==> config.mk <==
export PLATFORM = sky130hd
export DESIGN_NAME = div_tima_prescaled_timer_unit
export DESIGN_NICKNAME = d
export VERILOG_FILES = /design/src/design/dtt_pkg.sv /design/src/design/dtt_datapath.sv /design/src/design/dtt_ctrl.sv /design/src/design/div_tima_prescaled_timer_unit.sv
export SDC_FILE = /design/constraint.sdc
export NUM_CORES = 1
export LEC_CHECK = 0
export ABC_AREA = 1
export BUFFER_PORTS_ARGS = -buffer_cell sky130_fd_sc_hd__buf_2
export CORE_MARGIN = 2
export CORE_UTILIZATION = 55
export CTS_BUF_LIST = sky130_fd_sc_hd__clkbuf_4 sky130_fd_sc_hd__clkbuf_8 sky130_fd_sc_hd__clkbuf_16
export DETAILED_ROUTE_END_ITERATION = 10
export GPL_ROUTABILITY_DRIVEN = 0
export PLACE_DENSITY_LB_ADDON = 0.08
export SLEW_MARGIN = 20
export SYNTH_ARGS = -nofsm -noshare
export SYNTH_HDL_FRONTEND = slang
export SYNTH_SLANG_ARGS = --single-unit
==> constraint.sdc <==
create_clock -name clk_i -period 2.2 [get_ports clk_i]
set_clock_uncertainty 0.15 [all_clocks]
set_input_delay 0.22 -clock clk_i [delete_from_list [all_inputs] [get_ports clk_i]]
set_output_delay 0.22 -clock clk_i [all_outputs]
set_load 0.005 [all_outputs]
==> src/design/dtt_pkg.sv <==
// Shared constants, codes and handshake types for the divider/counter timer.
`default_nettype none

package dtt_pkg;

  // Prescaler width; every period below must fit in it.
  localparam int unsigned PRE_W  = 13;
  localparam int unsigned BYTE_W = 8;
  localparam int unsigned CTRL_W = 3;

  localparam logic [PRE_W-1:0] DIV_PERIOD  = PRE_W'(256);
  localparam logic [PRE_W-1:0] PERIOD_SEL0 = PRE_W'(1024);
  localparam logic [PRE_W-1:0] PERIOD_SEL1 = PRE_W'(16);
  localparam logic [PRE_W-1:0] PERIOD_SEL2 = PRE_W'(64);
  localparam logic [PRE_W-1:0] PERIOD_SEL3 = PRE_W'(256);

  // Control register layout.
  localparam int unsigned CTRL_EN_BIT = 2;

  localparam logic [BYTE_W-1:0] CNT_MAX = 8'hFF;

  typedef enum logic [1:0] {
    OP_TICK  = 2'd0,
    OP_READ  = 2'd1,
    OP_WRITE = 2'd2
  } op_e;

  typedef enum logic [1:0] {
    REG_DIV  = 2'd0,
    REG_CNT  = 2'd1,
    REG_MOD  = 2'd2,
    REG_CTRL = 2'd3
  } reg_e;

  // Controller -> datapath.
  typedef struct packed {
    logic exec;     // apply the accepted word
    logic step;     // one prescaler step for each due unit
    logic publish;  // copy result into the output register
  } cmd_t;

  // Datapath -> controller.
  typedef struct packed {
    logic div_due;
    logic cnt_due;
  } sts_t;

  function automatic logic [PRE_W-1:0] sel_period(input logic [1:0] sel);
    logic [PRE_W-1:0] p;
    case (sel)
      2'd0:    p = PERIOD_SEL0;
      2'd1:    p = PERIOD_SEL1;
      2'd2:    p = PERIOD_SEL2;
      default: p = PERIOD_SEL3;
    endcase
    return p;
  endfunction

endpackage

`default_nettype wire

==> src/design/dtt_datapath.sv <==
// Timer registers, prescalers, result and output registers.
`default_nettype none

module dtt_datapath (
  input  wire logic                        clk_i,
  input  wire logic                        rst_ni,
  input  wire dtt_pkg::cmd_t               cmd_i,
  output dtt_pkg::sts_t                    sts_o,
  input  wire logic [1:0]                  op_i,
  input  wire logic [1:0]                  reg_sel_i,
  input  wire logic [dtt_pkg::BYTE_W-1:0]  write_data_i,
  input  wire logic [dtt_pkg::BYTE_W-1:0]  tick_cycles_i,
  output logic      [dtt_pkg::BYTE_W-1:0]  read_data_o,
  output logic                             timer_irq_o
);

  logic [dtt_pkg::PRE_W-1:0]  div_pre_q, div_pre_d;
  logic [dtt_pkg::BYTE_W-1:0] div_q, div_d;
  logic [dtt_pkg::PRE_W-1:0]  cnt_pre_q, cnt_pre_d;
  logic [dtt_pkg::BYTE_W-1:0] cnt_q, cnt_d;
  logic [dtt_pkg::BYTE_W-1:0] mod_q, mod_d;
  logic [dtt_pkg::CTRL_W-1:0] ctrl_q, ctrl_d;
  logic [dtt_pkg::BYTE_W-1:0] res_rd_q, res_rd_d;
  logic                       res_irq_q, res_irq_d;
  logic [dtt_pkg::BYTE_W-1:0] out_rd_q;
  logic                       out_irq_q;

  logic [dtt_pkg::PRE_W-1:0]  period;
  logic                       cnt_en;

  assign period = dtt_pkg::sel_period(ctrl_q[1:0]);
  assign cnt_en = ctrl_q[dtt_pkg::CTRL_EN_BIT];

  assign sts_o.div_due = (div_pre_q >= dtt_pkg::DIV_PERIOD);
  assign sts_o.cnt_due = cnt_en && (cnt_pre_q >= period);

  always_comb begin
    div_pre_d = div_pre_q;
    div_d     = div_q;
    cnt_pre_d = cnt_pre_q;
    cnt_d     = cnt_q;
    mod_d     = mod_q;
    ctrl_d    = ctrl_q;
    res_rd_d  = res_rd_q;
    res_irq_d = res_irq_q;

    if (cmd_i.exec) begin
      res_rd_d  = '0;
      res_irq_d = 1'b0;
      case (op_i)
        dtt_pkg::OP_TICK: begin
          // 13-bit wrap matches the prescaler mask
          div_pre_d = div_pre_q + dtt_pkg::PRE_W'(tick_cycles_i);
          if (cnt_en) begin
            cnt_pre_d = cnt_pre_q + dtt_pkg::PRE_W'(tick_cycles_i);
          end
        end
        dtt_pkg::OP_READ: begin
          case (reg_sel_i)
            dtt_pkg::REG_DIV: res_rd_d = div_q;
            dtt_pkg::REG_CNT: res_rd_d = cnt_q;
            dtt_pkg::REG_MOD: res_rd_d = mod_q;
            default:          res_rd_d = dtt_pkg::BYTE_W'(ctrl_q);
          endcase
        end
        dtt_pkg::OP_WRITE: begin
          case (reg_sel_i)
            dtt_pkg::REG_DIV: begin
              div_d     = '0;
              div_pre_d = '0;
            end
            dtt_pkg::REG_CNT: cnt_d = write_data_i;
            dtt_pkg::REG_MOD: mod_d = write_data_i;
            default: begin
              ctrl_d    = write_data_i[dtt_pkg::CTRL_W-1:0];
              cnt_pre_d = '0;
            end
          endcase
        end
        default: ;
      endcase
    end else if (cmd_i.step) begin
      if (sts_o.div_due) begin
        div_pre_d = div_pre_q - dtt_pkg::DIV_PERIOD;
        div_d     = div_q + 1'b1;
      end
      if (sts_o.cnt_due) begin
        cnt_pre_d = cnt_pre_q - period;
        if (cnt_q == dtt_pkg::CNT_MAX) begin
          cnt_d     = mod_q;
          res_irq_d = 1'b1;
        end else begin
          cnt_d = cnt_q + 1'b1;
        end
      end
    end
  end

  always_ff @(posedge clk_i or negedge rst_ni) begin
    if (!rst_ni) begin
      div_pre_q <= '0;
      div_q     <= '0;
      cnt_pre_q <= '0;
      cnt_q     <= '0;
      mod_q     <= '0;
      ctrl_q    <= '0;
    end else begin
      div_pre_q <= div_pre_d;
      div_q     <= div_d;
      cnt_pre_q <= cnt_pre_d;
      cnt_q     <= cnt_d;
      mod_q     <= mod_d;
      ctrl_q    <= ctrl_d;
    end
  end

  // Payload registers, no reset needed.
  always_ff @(posedge clk_i) begin
    res_rd_q  <= res_rd_d;
    res_irq_q <= res_irq_d;
    if (cmd_i.publish) begin
      out_rd_q  <= res_rd_q;
      out_irq_q <= res_irq_q;
    end
  end

  assign read_data_o = out_rd_q;
  assign timer_irq_o = out_irq_q;

endmodule

`default_nettype wire

==> src/design/dtt_ctrl.sv <==
// Sequencer: accepts a word, runs prescaler steps, hands the result to the output.
`default_nettype none

module dtt_ctrl (
  input  wire logic          clk_i,
  input  wire logic          rst_ni,
  input  wire logic          in_valid_i,
  output logic               in_stall_o,
  output logic               out_valid_o,
  input  wire logic          out_stall_i,
  input  wire dtt_pkg::sts_t sts_i,
  output dtt_pkg::cmd_t      cmd_o
);

  typedef enum logic {
    ST_IDLE,
    ST_STEP
  } state_e;

  state_e state_q;
  logic   out_valid_q;
  logic   due;
  logic   slot_free;

  assign due       = sts_i.div_due || sts_i.cnt_due;
  assign slot_free = !out_valid_q || !out_stall_i;

  assign in_stall_o  = (state_q != ST_IDLE);
  assign out_valid_o = out_valid_q;

  assign cmd_o.exec    = (state_q == ST_IDLE) && in_valid_i;
  assign cmd_o.step    = (state_q == ST_STEP) && due;
  assign cmd_o.publish = (state_q == ST_STEP) && !due && slot_free;

  always_ff @(posedge clk_i or negedge rst_ni) begin
    if (!rst_ni) begin
      state_q     <= ST_IDLE;
      out_valid_q <= 1'b0;
    end else begin
      if (cmd_o.publish) begin
        out_valid_q <= 1'b1;
      end else if (!out_stall_i) begin
        out_valid_q <= 1'b0;
      end
      case (state_q)
        ST_IDLE: begin
          if (in_valid_i) begin
            state_q <= ST_STEP;
          end
        end
        ST_STEP: begin
          if (cmd_o.publish) begin
            state_q <= ST_IDLE;
          end
        end
        default: state_q <= ST_IDLE;
      endcase
    end
  end

  // Prescalers are always below their period between words.
  a_idle_settled: assert property (@(posedge clk_i) disable iff (!rst_ni)
    state_q == ST_IDLE |-> !sts_i.div_due && !sts_i.cnt_due)
    else $error("prescaler left at or above its period");

  a_publish_done: assert property (@(posedge clk_i) disable iff (!rst_ni)
    cmd_o.publish |-> !cmd_o.step && !cmd_o.exec)
    else $error("result published while work remains");

  a_accept_to_step: assert property (@(posedge clk_i) disable iff (!rst_ni)
    in_valid_i && !in_stall_o |=> state_q == ST_STEP && !in_stall_o == 1'b0)
    else $error("accepted word not processed");

  a_out_from_step: assert property (@(posedge clk_i) disable iff (!rst_ni)
    $rose(out_valid_o) |-> $past(state_q == ST_STEP))
    else $error("output raised outside result hand-off");

endmodule

`default_nettype wire

==> src/design/div_tima_prescaled_timer_unit.sv <==
// A word is accepted in idle; its k prescaler steps then run one per cycle, and the result
// is published to the output register once that is free. k = prescaler steps of a tick,
// 0 otherwise: the larger of divider and counter steps (at most 16 with defaults).
// The output register frees the input side while a result waits to be taken.
// Reset (async, active low) clears all timer registers, prescalers and valid flags.
`default_nettype none

module div_tima_prescaled_timer_unit (
  input  wire logic                        clk_i,
  input  wire logic                        rst_ni,
  input  wire logic                        in_valid_i,
  output logic                             in_stall_o,
  input  wire logic [1:0]                  op_i,
  input  wire logic [1:0]                  reg_sel_i,
  input  wire logic [dtt_pkg::BYTE_W-1:0]  write_data_i,
  input  wire logic [dtt_pkg::BYTE_W-1:0]  tick_cycles_i,
  output logic                             out_valid_o,
  input  wire logic                        out_stall_i,
  output logic      [dtt_pkg::BYTE_W-1:0]  read_data_o,
  output logic                             timer_irq_o
);

  dtt_pkg::cmd_t cmd;
  dtt_pkg::sts_t sts;

  dtt_ctrl u_ctrl (
    .clk_i       (clk_i),
    .rst_ni      (rst_ni),
    .in_valid_i  (in_valid_i),
    .in_stall_o  (in_stall_o),
    .out_valid_o (out_valid_o),
    .out_stall_i (out_stall_i),
    .sts_i       (sts),
    .cmd_o       (cmd)
  );

  dtt_datapath u_datapath (
    .clk_i         (clk_i),
    .rst_ni        (rst_ni),
    .cmd_i         (cmd),
    .sts_o         (sts),
    .op_i          (op_i),
    .reg_sel_i     (reg_sel_i),
    .write_data_i  (write_data_i),
    .tick_cycles_i (tick_cycles_i),
    .read_data_o   (read_data_o),
    .timer_irq_o   (timer_irq_o)
  );

endmodule

`default_nettype wire
==> metrics.md, run 1 <==
| Metric | Value |
|---|---|
| Status | `finished with violations` |
| Failing checks | `negative setup slack` |
| Largest cells by area after synthesis | `dfrtp_1 (27%), nand2_1 (17%), edfxtp_1 (10%), ha_1 (6.4%), o21ai_0 (5.4%)` |
| CTS H-Tree Depth | `3` |
| P_leak | `3.12 nW` |
| Routed vias | `4876` |
| Clk_lat worst skew | `0.35 ns` |
| TritonCTS buffer count | `9` |
| Crit path kind | `reg -> reg` |
| Post-synth ARST share | `75.3%` |
| Hold Violations, Final | `0` |
| Post-synth top area cell | `dfrtp_1` |
| Worst-path clk slew | `0.09 ns` |
| Count of input and output buffers | `34` |
| Vias/cell | `5.48` |
| RSZ-0062 raised after global routing | `yes` |
| Seq cells post-synth | `73` |
| Post-Syn Nets | `741` |
| Fmax achieved | `0.435 GHz` |
| Worst Setup Start Kind | `register` |
| Fin area | `6110 µm²` |
| Synth top cells by count | `nand2_1 (226), inv_1 (73), dfrtp_1 (55), o21ai_0 (55), nand3_1 (47)` |
| EDFF count, synth | `17` |
| Post-DRT Antenna Nets | `0` |
| Seq/Total Area, Yosys | `37.6%` |
| Worst R2R Setup Slack | `-0.1 ns` |
| Delay of the slowest critical-path stage | `0.38 ns` |
| Fraction of layout cells with a size suffix above 1 | `20.9%` |
| Critical path cell sequence | `buf_4, nand2_1, ha_4, nand2_2, nor2_2, nand3_1, nand2_1, inv_1, nand2_2, nand2_4, o21ai_4, nand2_4, nand2_1, o21ai_2` |
| Die Footprint | `10000 µm²` |
| Initial drt markers | `282` |
| HP Class | `in -> reg` |
| Critical Path AT | `2.38 ns` |
| Clock tree sinks | `73` |
| Cell Area, Synth | `5070 µm²` |
| Overall power after layout | `8.00 mW` |
| Met3 Usage GRT | `5.22%` |
| Chip height | `100 µm` |
| Synthesized area per cell | `7.37 µm²` |
| IO Count | `35` |
| Finished Core Util | `67.0%` |
| CP max FO | `7` |
| Main combinational cell family by area after synthesis | `simple AND/OR/NAND/NOR gates` |
| Max-Slew Margin vs Limit | `42.8%` |
| Post-Synth XOR/XNOR Area | `2.76%` |
| Global Route Usage Sum | `26.8%` |
| CP dominant cell by count | `nand2_1` |
| Hold path endpoint | `u_datapath.mod_q[1]` |
| Cell variety after synth | `45` |
| Final worst slack | `-0.0982 ns` |
| Final setup viols | `28` |
| Post-synthesis mux area share | `0.444%` |
| Worst Reg-to-Reg Cells | `14` |
| Vias in the first global route | `4508` |
| Cells after synthesis | `689` |
| WL/cell | `14.5 µm` |
| Hold depth | `3` |
| Simple-gate share of the synthesized area | `32.2%` |
| Share of the synthesized area in the top cell type | `27.1%` |
| Nets@finish | `826` |
| Starting Density | `55.7%` |
| Most Crowded Layer GR | `met2` |
| Maximum vdd drop | `0.000713 V` |
| Most used DFF post-synth | `dfrtp_1` |
| CTS tree | `done` |
| Cell Pwr Density | `1310 nW/µm²` |
| Crit path required time | `2.28 ns` |
| Area share of fa/ha/maj cells after synthesis | `7.20%` |
| Tmin final | `2.30 ns` |
| Worst Setup End Kind | `register` |
| Total congestion overflow | `0` |
| Post-synthesis compound-gate area fraction | `12.7%` |
| Antenna violations before repair | `0` |
| Post-DP Area | `5620 µm²` |
| Row count | `35` |
| Area growth syn-to-layout | `20.3%` |
| Met2 Usage GRT | `42.7%` |
| Die W | `100 µm` |
| Drt pass-1 iters | `5` |
| Synth warn | `0` |
| Global-route track usage on met1 | `37.9%` |
| Max Transition Viols Final | `0` |
| R2r endpoint | `u_datapath.cnt_q[1]` |
| Maximum number of pins on one net before global-route repair | `36` |
| Hold Startpoint | `write_data_i[1]` |
| Detailed Place HPWL | `9400 µm` |
| First-pass GRT wire length | `21300 µm` |
| Placeable Area | `9110 µm²` |
| Crit-path slowest cell | `dfrtp_1` |
| N_diodes | `0` |
| Clock Tree Root | `clkbuf_8` |
| Maximum root-to-sink buffer count | `2` |
| Most frequent cell after synthesis | `nand2_1` |
| DRC errors left | `0` |
| Period utilization | `104%` |
| Slew @ Worst Pin | `0.849 ns` |
| Reg-to-Reg Start | `u_datapath.ctrl_q[1]` |
| WL final | `12900 µm` |
| Max cap viols | `0` |
==> state kept, by name, indices dropped and copies added, names as in the netlist <==
register,cells
u_ctrl.in_stall_o,1
u_ctrl.out_valid_o,1
u_datapath.cnt_pre_q,13
u_datapath.cnt_q,8
u_datapath.ctrl_q,3
u_datapath.div_pre_q,13
u_datapath.div_q,8
u_datapath.mod_q,8
u_datapath.read_data_o,8
u_datapath.res_irq_q,1
u_datapath.res_rd_q,8
u_datapath.timer_irq_o,1
==> worst max-delay path, delay by kind of cell (launching register included) <==
| family | cells | cell delay, ns |
|---|---|---|
| buffers and inverters | 2 | 0.18 |
| adders and majority gates | 1 | 0.31 |
| AOI/OAI and AO/OA | 2 | 0.33 |
| DFF | 1 | 0.38 |
| and+or+nand+nor | 9 | 0.82 |
==> where the power goes <==
part	switching, mW	leakage [nW]	internal [mW]
logic	2.74	2.17	1.91
clock network	0.590	0.0888	0.431
registers	0.458	0.865	1.86
total	3.79	3.12	4.20
==> layout make-up <==
type	instances	area, µm²
inverter	80	300
timing repair buffer	80	566
tap	111	139
clock inverter	7	61.3
sequential	73	1910
multi-input combinational	530	3010
fill	789	3000
clock buffer	9	124
==> placed cells by master, fill, tap and decap left out, types with 9 or more instances in the layout <==
cell type    n
nand3_1     46
buf_4       35
edfxtp_1    17
clkbuf_8     9
nand4_1     14
nor3_1       9
o21ai_0     50
xor2_1      12
dfrtp_1     54
inv_1       71
ha_1        22
nor2_1      42
a21oi_1     25
nand2_1    207
inv_2        9
buf_2       34
nand2_2     24
o21bai_1     9
==> repair_timing <==
item | 4_1_cts | 5_1_grt
setup buffers | 3 | 2
resized for setup | 18 | 28
cloned | 3 | 1
endpoints found under the hold margin | 26 | 0
endpoints found under the setup margin | 38 | 51
hold buffers | 7 | 0
pin swaps | 15 | 21
==> metrics by stage <==
step                      worst slack, ns  TNS, ns  std cells  hold slack (ns)
after floorplan                   -0.0191  -0.0374        689           -0.226
after global placement            -0.0966    -1.21        858           0.0889
after detailed placement           -0.147    -2.92        858           0.0903
after CTS                         -0.0896    -1.63        887           0.0256
after global routing               -0.258    -6.97        890           0.0529
final                             -0.0982    -1.09        890           0.0358
==> routing by layer <==
layer  part of all wire (%)  wire length (µm)
met1                     47              6070
met2                     46              5980
met3                    5.4               693
met4                    1.4               183
met5                      0                 0
==> cell families (layout without fill, tap and decap cells) <==
| kind of cell | after synthesis | count (layout) |
|---|---|---|
| multiplexers | 2 | 2 |
| XOR/XNOR | 16 | 16 |
| buffers and inverters | 90 | 176 |
| AND/OR/NAND/NOR | 368 | 372 |
| AO/OA/AOI/OAI | 112 | 112 |
| adder cells (fa/ha/maj) | 28 | 28 |
| flip-flops | 73 | 73 |
==> worst max-delay path by stage <==
| stage | startpoint | endpoint | slack [ns] | cells after the start |
|---|---|---|---|---|
| 2_1_floorplan | u_datapath.ctrl_q[1] | u_datapath.cnt_q[4] | -0.02 | 14 |
| 3_3_place_gp | u_datapath.ctrl_q[0] | u_datapath.cnt_q[4] | -0.1 | 13 |
| 3_5_place_dp | u_datapath.ctrl_q[0] | u_datapath.cnt_q[1] | -0.15 | 14 |
| 4_1_cts | u_datapath.ctrl_q[1] | u_datapath.cnt_pre_q[0] | -0.09 | 13 |
| 5_1_grt | u_datapath.ctrl_q[1] | u_datapath.cnt_pre_q[0] | -0.26 | 14 |
| 6_report | u_datapath.ctrl_q[1] | u_datapath.cnt_q[1] | -0.1 | 14 |
Power figures use the tool's default switching activity.
==> run 2: changes to the inputs <==
--- a/config.mk
+++ b/config.mk
@@ -12,7 +12,7 @@
 export CTS_BUF_LIST = sky130_fd_sc_hd__clkbuf_4 sky130_fd_sc_hd__clkbuf_8 sky130_fd_sc_hd__clkbuf_16
 export DETAILED_ROUTE_END_ITERATION = 10
 export GPL_ROUTABILITY_DRIVEN = 0
-export PLACE_DENSITY_LB_ADDON = 0.08
+export PLACE_DENSITY = 0.72
 export SLEW_MARGIN = 20
 export SYNTH_ARGS = -nofsm -noshare
 export SYNTH_HDL_FRONTEND = slang
==> run 2 against run 1 <==
Against the previous run: the flow still finishes with violations (negative setup slack); critical path type unchanged; register-to-register slack got worse by 0.09 ns; worst hold slack got worse by 0.016 ns; cell area increased by 1.5%; die area unchanged; fmax decreased by 3.9%; via count about the same; clock power about the same.
==> metrics.md, run 2 (synthesis gave the netlist of run 1 again) <==
| Metric | Value |
|---|---|
| Worst Setup End Kind | `register` |
| Clock Tree Root | `clkbuf_8` |
| Initial drt markers | `300` |
| CP bufs+invs | `2` |
| Seq pwr share | `28.7%` |
| Post-DRT Antenna Nets | `0` |
| Fmax achieved | `0.418 GHz` |
| WHS | `0.0195 ns` |
| First-pass GRT wire length | `21200 µm` |
| Drt pass-1 iters | `5` |
| Final worst slack | `-0.191 ns` |
| P_leak | `3.14 nW` |
| Delay of the slowest critical-path stage | `0.43 ns` |
| IO Count | `35` |
| Starting Density | `55.7%` |
| TritonCTS buffer count | `9` |
| Crit. path cell count | `14` |
| Maximum root-to-sink buffer count | `2` |
| Clock power frac | `12.4%` |
| Post-DP Area | `5580 µm²` |
| CTS H-Tree Depth | `3` |
| Worst Setup Start Kind | `register` |
| WL final | `13000 µm` |
| DRC errors left | `0` |
| Row count | `35` |
| R2r endpoint | `u_datapath.cnt_q[0]` |
| WL/cell | `14.5 µm` |
| Crit-path slowest cell | `dfrtp_1` |
| Fin Setup TNS | `-4.43 ns` |
| Largest regs | `u_datapath.cnt_pre_q: 13 flops, u_datapath.div_pre_q: 13 flops` |
| CP max FO | `7` |
| Crit-path leading delay family | `simple AND/OR/NAND/NOR gates` |
| Maximum vdd drop | `0.000616 V` |
| Slew @ Worst Pin | `0.854 ns` |
| Switching Power | `3.90 mW` |
| Global Route Usage Sum | `26.6%` |
| Reg-to-Reg Start | `u_datapath.ctrl_q[1]` |
| Worst-path clk slew | `0.09 ns` |
| Clk_lat worst skew | `0.37 ns` |
| Overall power after layout | `8.15 mW` |
| Maximum number of pins on one net before global-route repair | `37` |
| Finished Core Util | `68.0%` |
| Setup crit start | `u_datapath.ctrl_q[1]` |
| Place WS | `-0.156 ns` |
| Die W | `100 µm` |
| Hold depth | `3` |
| Fraction of layout cells with a size suffix above 1 | `23.0%` |
| Critical path cell sequence | `buf_6, nand2_1, ha_4, nand2_1, nor2_1, nand3_2, nand2_2, inv_2, nand2_4, nand2_8, o21ai_4, nand2_4, nand2_2, o21ai_2` |
| Die Footprint | `10000 µm²` |
| Vias/cell | `5.46` |
| Placeable Area | `9110 µm²` |
| Critical Path AT | `2.49 ns` |
| Cell Pwr Density | `1310 nW/µm²` |
| Finished Layout Cells | `893` |
| Clock tree sinks | `73` |
| Nets@finish | `829` |
| Total congestion overflow | `0` |
| Net switching fraction of the power | `47.9%` |
| Hold path endpoint | `u_datapath.mod_q[2]` |
| Fin area | `6200 µm²` |
| Routed vias | `4878` |
| Detailed Place HPWL | `9350 µm` |
| Chip height | `100 µm` |
| Worst Reg-to-Reg Cells | `14` |
| Max cap viols | `0` |
| CTS tree | `done` |
| Status | `finished with violations` |
| P_int | `4.25 mW` |
| RSZ-0062 raised after global routing | `yes` |
| Max-Slew Margin vs Limit | `42.5%` |
| Area growth syn-to-layout | `22.1%` |
| Worst R2R Setup Slack | `-0.19 ns` |
| Failing checks | `negative setup slack` |
| Tmin final | `2.39 ns` |
| Crit path required time | `2.30 ns` |
| Hold Startpoint | `write_data_i[2]` |
| N_diodes | `0` |
| HP Class | `in -> reg` |
| Antenna violations before repair | `0` |
| Max Transition Viols Final | `0` |
| Hold Violations, Final | `0` |
| Crit path kind | `reg -> reg` |
| Cell total after placement | `853` |
| Vias in the first global route | `4464` |
| Final setup viols | `44` |
| Most frequent cells in the layout | `nand2_1 (203), inv_1 (69), dfrtp_1 (54)` |
| Comb pwr share | `58.8%` |
| Leading cell type in the layout, fill and taps excluded | `nand2_1` |
| Count of input and output buffers | `34` |
| Period utilization | `109%` |
-- run 2: per-layer routing --
metal  global-route usage, %  vias to the layer above  wire length, µm
li1                        -                     2453                -
met1                    38.3                     2213             5800
met2                    41.5                      192             6050
met3                    4.74                       20              945
met4                    8.01                        0              177
met5                       0                        -                0
-- run 2: power groups by stage --
stage	Clock [mW]	Combinational (mW)	Sequential, mW
after floorplan	0	3.01	2.23
after global placement	0	3.96	2.31
after detailed placement	0	4.08	2.32
after CTS	1.04	4.31	2.30
after global routing	1.10	5.35	2.39
final	1.01	4.79	2.34
-- run 2: area by class of cell --
type	instances	area, µm²
fill	762	2910
timing repair buffer	82	582
multi-input combinational	530	3070
clock buffer	9	124
inverter	80	308
clock inverter	7	60.1
tap	111	139
timing repair inverter	1	6.26
sequential	73	1910
-- run 2: repair_timing --
action,CTS,global route
pin swaps,10,27
resized for setup,16,56
setup endpoints to repair,43,51
gates cloned,3,2
hold buffers,8,0
setup buffers,2,10
endpoints found under the hold margin,26,0
-- run 2: worst max-delay path by stage --
stage	endpoint	slack, ns
final	u_datapath.cnt_q[0]	-0.19
after global routing	u_datapath.cnt_q[0]	-0.27
after CTS	u_datapath.cnt_pre_q[1]	-0.09
after detailed placement	u_datapath.cnt_q[0]	-0.16
after global placement	u_datapath.cnt_q[4]	-0.09
after floorplan	u_datapath.cnt_q[4]	-0.02
-- run 2: worst min-delay path, delay by kind of cell --
kind | cells | cell delay (ns)
compound gates | 1 | 0.14
buf+inv | 2 | 0.13
==> run 3: changes to the inputs <==
--- a/config.mk
+++ b/config.mk
@@ -12,7 +12,7 @@
 export CTS_BUF_LIST = sky130_fd_sc_hd__clkbuf_4 sky130_fd_sc_hd__clkbuf_8 sky130_fd_sc_hd__clkbuf_16
 export DETAILED_ROUTE_END_ITERATION = 10
 export GPL_ROUTABILITY_DRIVEN = 0
-export PLACE_DENSITY = 0.72
+export PLACE_DENSITY = 0.7
 export SLEW_MARGIN = 20
 export SYNTH_ARGS = -nofsm -noshare
 export SYNTH_HDL_FRONTEND = slang
==> constraint.sdc (replaced) <==
create_clock -name clk_i -period 2.4 [get_ports clk_i]
set_clock_uncertainty 0.15 [all_clocks]
set_input_delay 0.24 -clock clk_i [delete_from_list [all_inputs] [get_ports clk_i]]
set_output_delay 0.24 -clock clk_i [all_outputs]
set_load 0.005 [all_outputs]
==> run 3 against run 2 <==
Against the previous run: the flow finishes with violations (negative hold slack); via count decreased by 2.8%; worst hold slack worse by 0.022 ns; setup slack gained 0.25 ns; clock-buffer cell count did not move; die area unchanged; sequential share of layout area up 1.7 points; critical endpoint is now u_datapath.read_data_o[5]; largest cell class unchanged; largest power group unchanged.
==> metrics.md, run 3 (synthesis gave the netlist of run 1 again) <==
| Metric | Value |
|---|---|
| Status | `finished with violations` |
| Failing checks | `negative hold slack` |
| Maximum root-to-sink buffer count | `2` |
| Worst R2R Setup Slack | `0.06 ns` |
| Crit-path slowest cell | `dfrtp_1` |
| Leading cell type in the layout, fill and taps excluded | `nand2_1` |
| Vias in the first global route | `4387` |
| Critical path cell sequence | `buf_4, nor2_1, ha_1, nand2_1, nand2_1, nand2_1, nand2_1, nand2_1, nand2_2, nand2_2, nand2_4, buf_4, nand3_4, clkinvlp_4` |
| IO Count | `35` |
| Critical Path End | `u_datapath.read_data_o[5]` |
| Maximum number of pins on one net before global-route repair | `33` |
| Clock tree sinks | `73` |
| Met2 Usage GRT | `42.3%` |
| Drt pass-1 iters | `5` |
| Crit path required time | `2.33 ns` |
| WL/cell | `14.6 µm` |
| Worst Setup End Kind | `register` |
| Max-Slew Margin vs Limit | `58.7%` |
| Nets@finish | `806` |
| RSZ-0062 raised after global routing | `yes` |
| Vias/cell | `5.45` |
| Fraction of layout cells with a size suffix above 1 | `16.6%` |
| Crit-path leading delay family | `simple AND/OR/NAND/NOR gates` |
| CP max FO | `5` |
| Fmax achieved | `0.427 GHz` |
| Worst Setup Start Kind | `register` |
| N_diodes | `0` |
| Reg-to-Reg Start | `u_datapath.ctrl_q[1]` |
| Global Route Usage Sum | `26.7%` |
| Total congestion overflow | `0` |
| WL final | `12700 µm` |
| Overall power after layout | `6.96 mW` |
| Detailed Place HPWL | `9290 µm` |
| Tmin final | `2.34 ns` |
| Period utilization | `97.5%` |
| Crit path kind | `reg -> reg` |
| Clock Tree Root | `clkbuf_8` |
| Area growth syn-to-layout | `15.6%` |
| Placeable Area | `9110 µm²` |
| Delay of the slowest critical-path stage | `0.39 ns` |
| Clk_lat worst skew | `0.36 ns` |
| TritonCTS buffer count | `9` |
| Most Crowded Layer GR | `met2` |
| Die W | `100 µm` |
| Maximum vdd drop | `0.000688 V` |
| Routed vias | `4743` |
| CP dominant cell by count | `nand2_1` |
| Setup crit start | `u_datapath.ctrl_q[1]` |
| Die Footprint | `10000 µm²` |
| Max cap viols | `0` |
| First-pass GRT wire length | `21100 µm` |
| HP Class | `in -> reg` |
| Worst-path clk slew | `0.09 ns` |
| Chip height | `100 µm` |
| Most frequent cells in the layout | `nand2_1 (223), inv_1 (70), dfrtp_1 (55)` |
| P_leak | `3.00 nW` |
| CTS tree | `done` |
| DRC errors left | `0` |
| R2r endpoint | `u_datapath.read_data_o[5]` |
| Hold Violations, Final | `1` |
| Crit. path cell count | `14` |
| Global-route track usage on met1 | `38.1%` |
| Initial drt markers | `271` |
| CP bufs+invs | `3` |
| Row count | `35` |
| Post-DRT Antenna Nets | `0` |
| Antenna violations before repair | `0` |
| Count of input and output buffers | `34` |
| Slew @ Worst Pin | `0.619 ns` |
| Worst Reg-to-Reg Cells | `14` |
| Critical Path AT | `2.28 ns` |
| Met3 Usage GRT | `3.97%` |
| Largest regs | `u_datapath.cnt_pre_q: 13 flops, u_datapath.div_pre_q: 13 flops` |
| CTS H-Tree Depth | `3` |
| Cell Pwr Density | `1190 nW/µm²` |
| Starting Density | `55.7%` |
| Max Transition Viols Final | `0` |
| WHS | `-0.00212 ns` |
| Final setup viols | `0` |
run 3: layout make-up:
| class | instances | area (µm²) |
|---|---|---|
| clock inverters | 7 | 60.1 |
| repair buffers | 61 | 400 |
| repair inverters | 1 | 7.51 |
| clock buffers | 9 | 124 |
| fillers | 799 | 3240 |
| flip-flops and latches | 73 | 1910 |
| well taps | 111 | 139 |
| inverters | 80 | 303 |
| multi-input cells | 528 | 2930 |
run 3: worst min-delay path by stage:
| stage | to | start | cells after the start | slack (ns) |
|---|---|---|---|---|
| after floorplan | u_ctrl.in_stall_o | rst_ni | 0 | -0.21 |
| after CTS | u_datapath.mod_q[4] | write_data_i[4] | 3 | 0.001 |
| final | u_datapath.mod_q[4] | write_data_i[4] | 3 | -0.002 |
| after detailed placement | u_datapath.cnt_pre_q[3] | rst_ni | 1 | 0.15 |
| after global routing | u_datapath.mod_q[4] | write_data_i[4] | 3 | 0.05 |
| after global placement | u_datapath.cnt_pre_q[9] | rst_ni | 1 | 0.14 |
run 3: per-stage QoR:
stage | util [%] | area (µm²) | setup TNS (ns) | cells | worst slack [ns]
final | 64.4 | 5870 | 0 | 870 | 0.0589
after global routing | 64.4 | 5870 | -0.435 | 870 | -0.0608
after detailed placement | 59.8 | 5450 | -0.568 | 839 | -0.0374
after floorplan | - | 5070 | 0 | 689 | 0.0854
after CTS | 62.7 | 5710 | 0 | 862 | 0.00148
after global placement | 59.8 | 5450 | 0 | 839 | 0.0338
run 3: timing repair:
action / 4_1_cts / 5_1_grt
hold buffers: 6 / 0
setup buffers: 0 / 6
resized for setup: 3 / 21
endpoints found under the setup margin: 26 / 46
pin swaps: 1 / 13
cloned: 1 / 2
endpoints found under the hold margin: 28 / 0
run 3: routing by layer:
metal | vias up | part of all wire (%)
met2 | 137 | 45
met4 | 0 | 1.6
li1 | 2391 | -
met1 | 2198 | 48
met5 | - | 0
met3 | 17 | 5.5
run 3: power breakdown:
group | switching (mW) | leakage, nW | internal (mW)
combinational | 2.39 | 2.04 | 1.49
sequential | 0.422 | 0.866 | 1.70
clock | 0.559 | 0.0848 | 0.393
run 3: tightest hold or removal path: stages:
cell	delay, ns
buf_2	0.08
nor2_1	0.04
a21oi_1	0.11
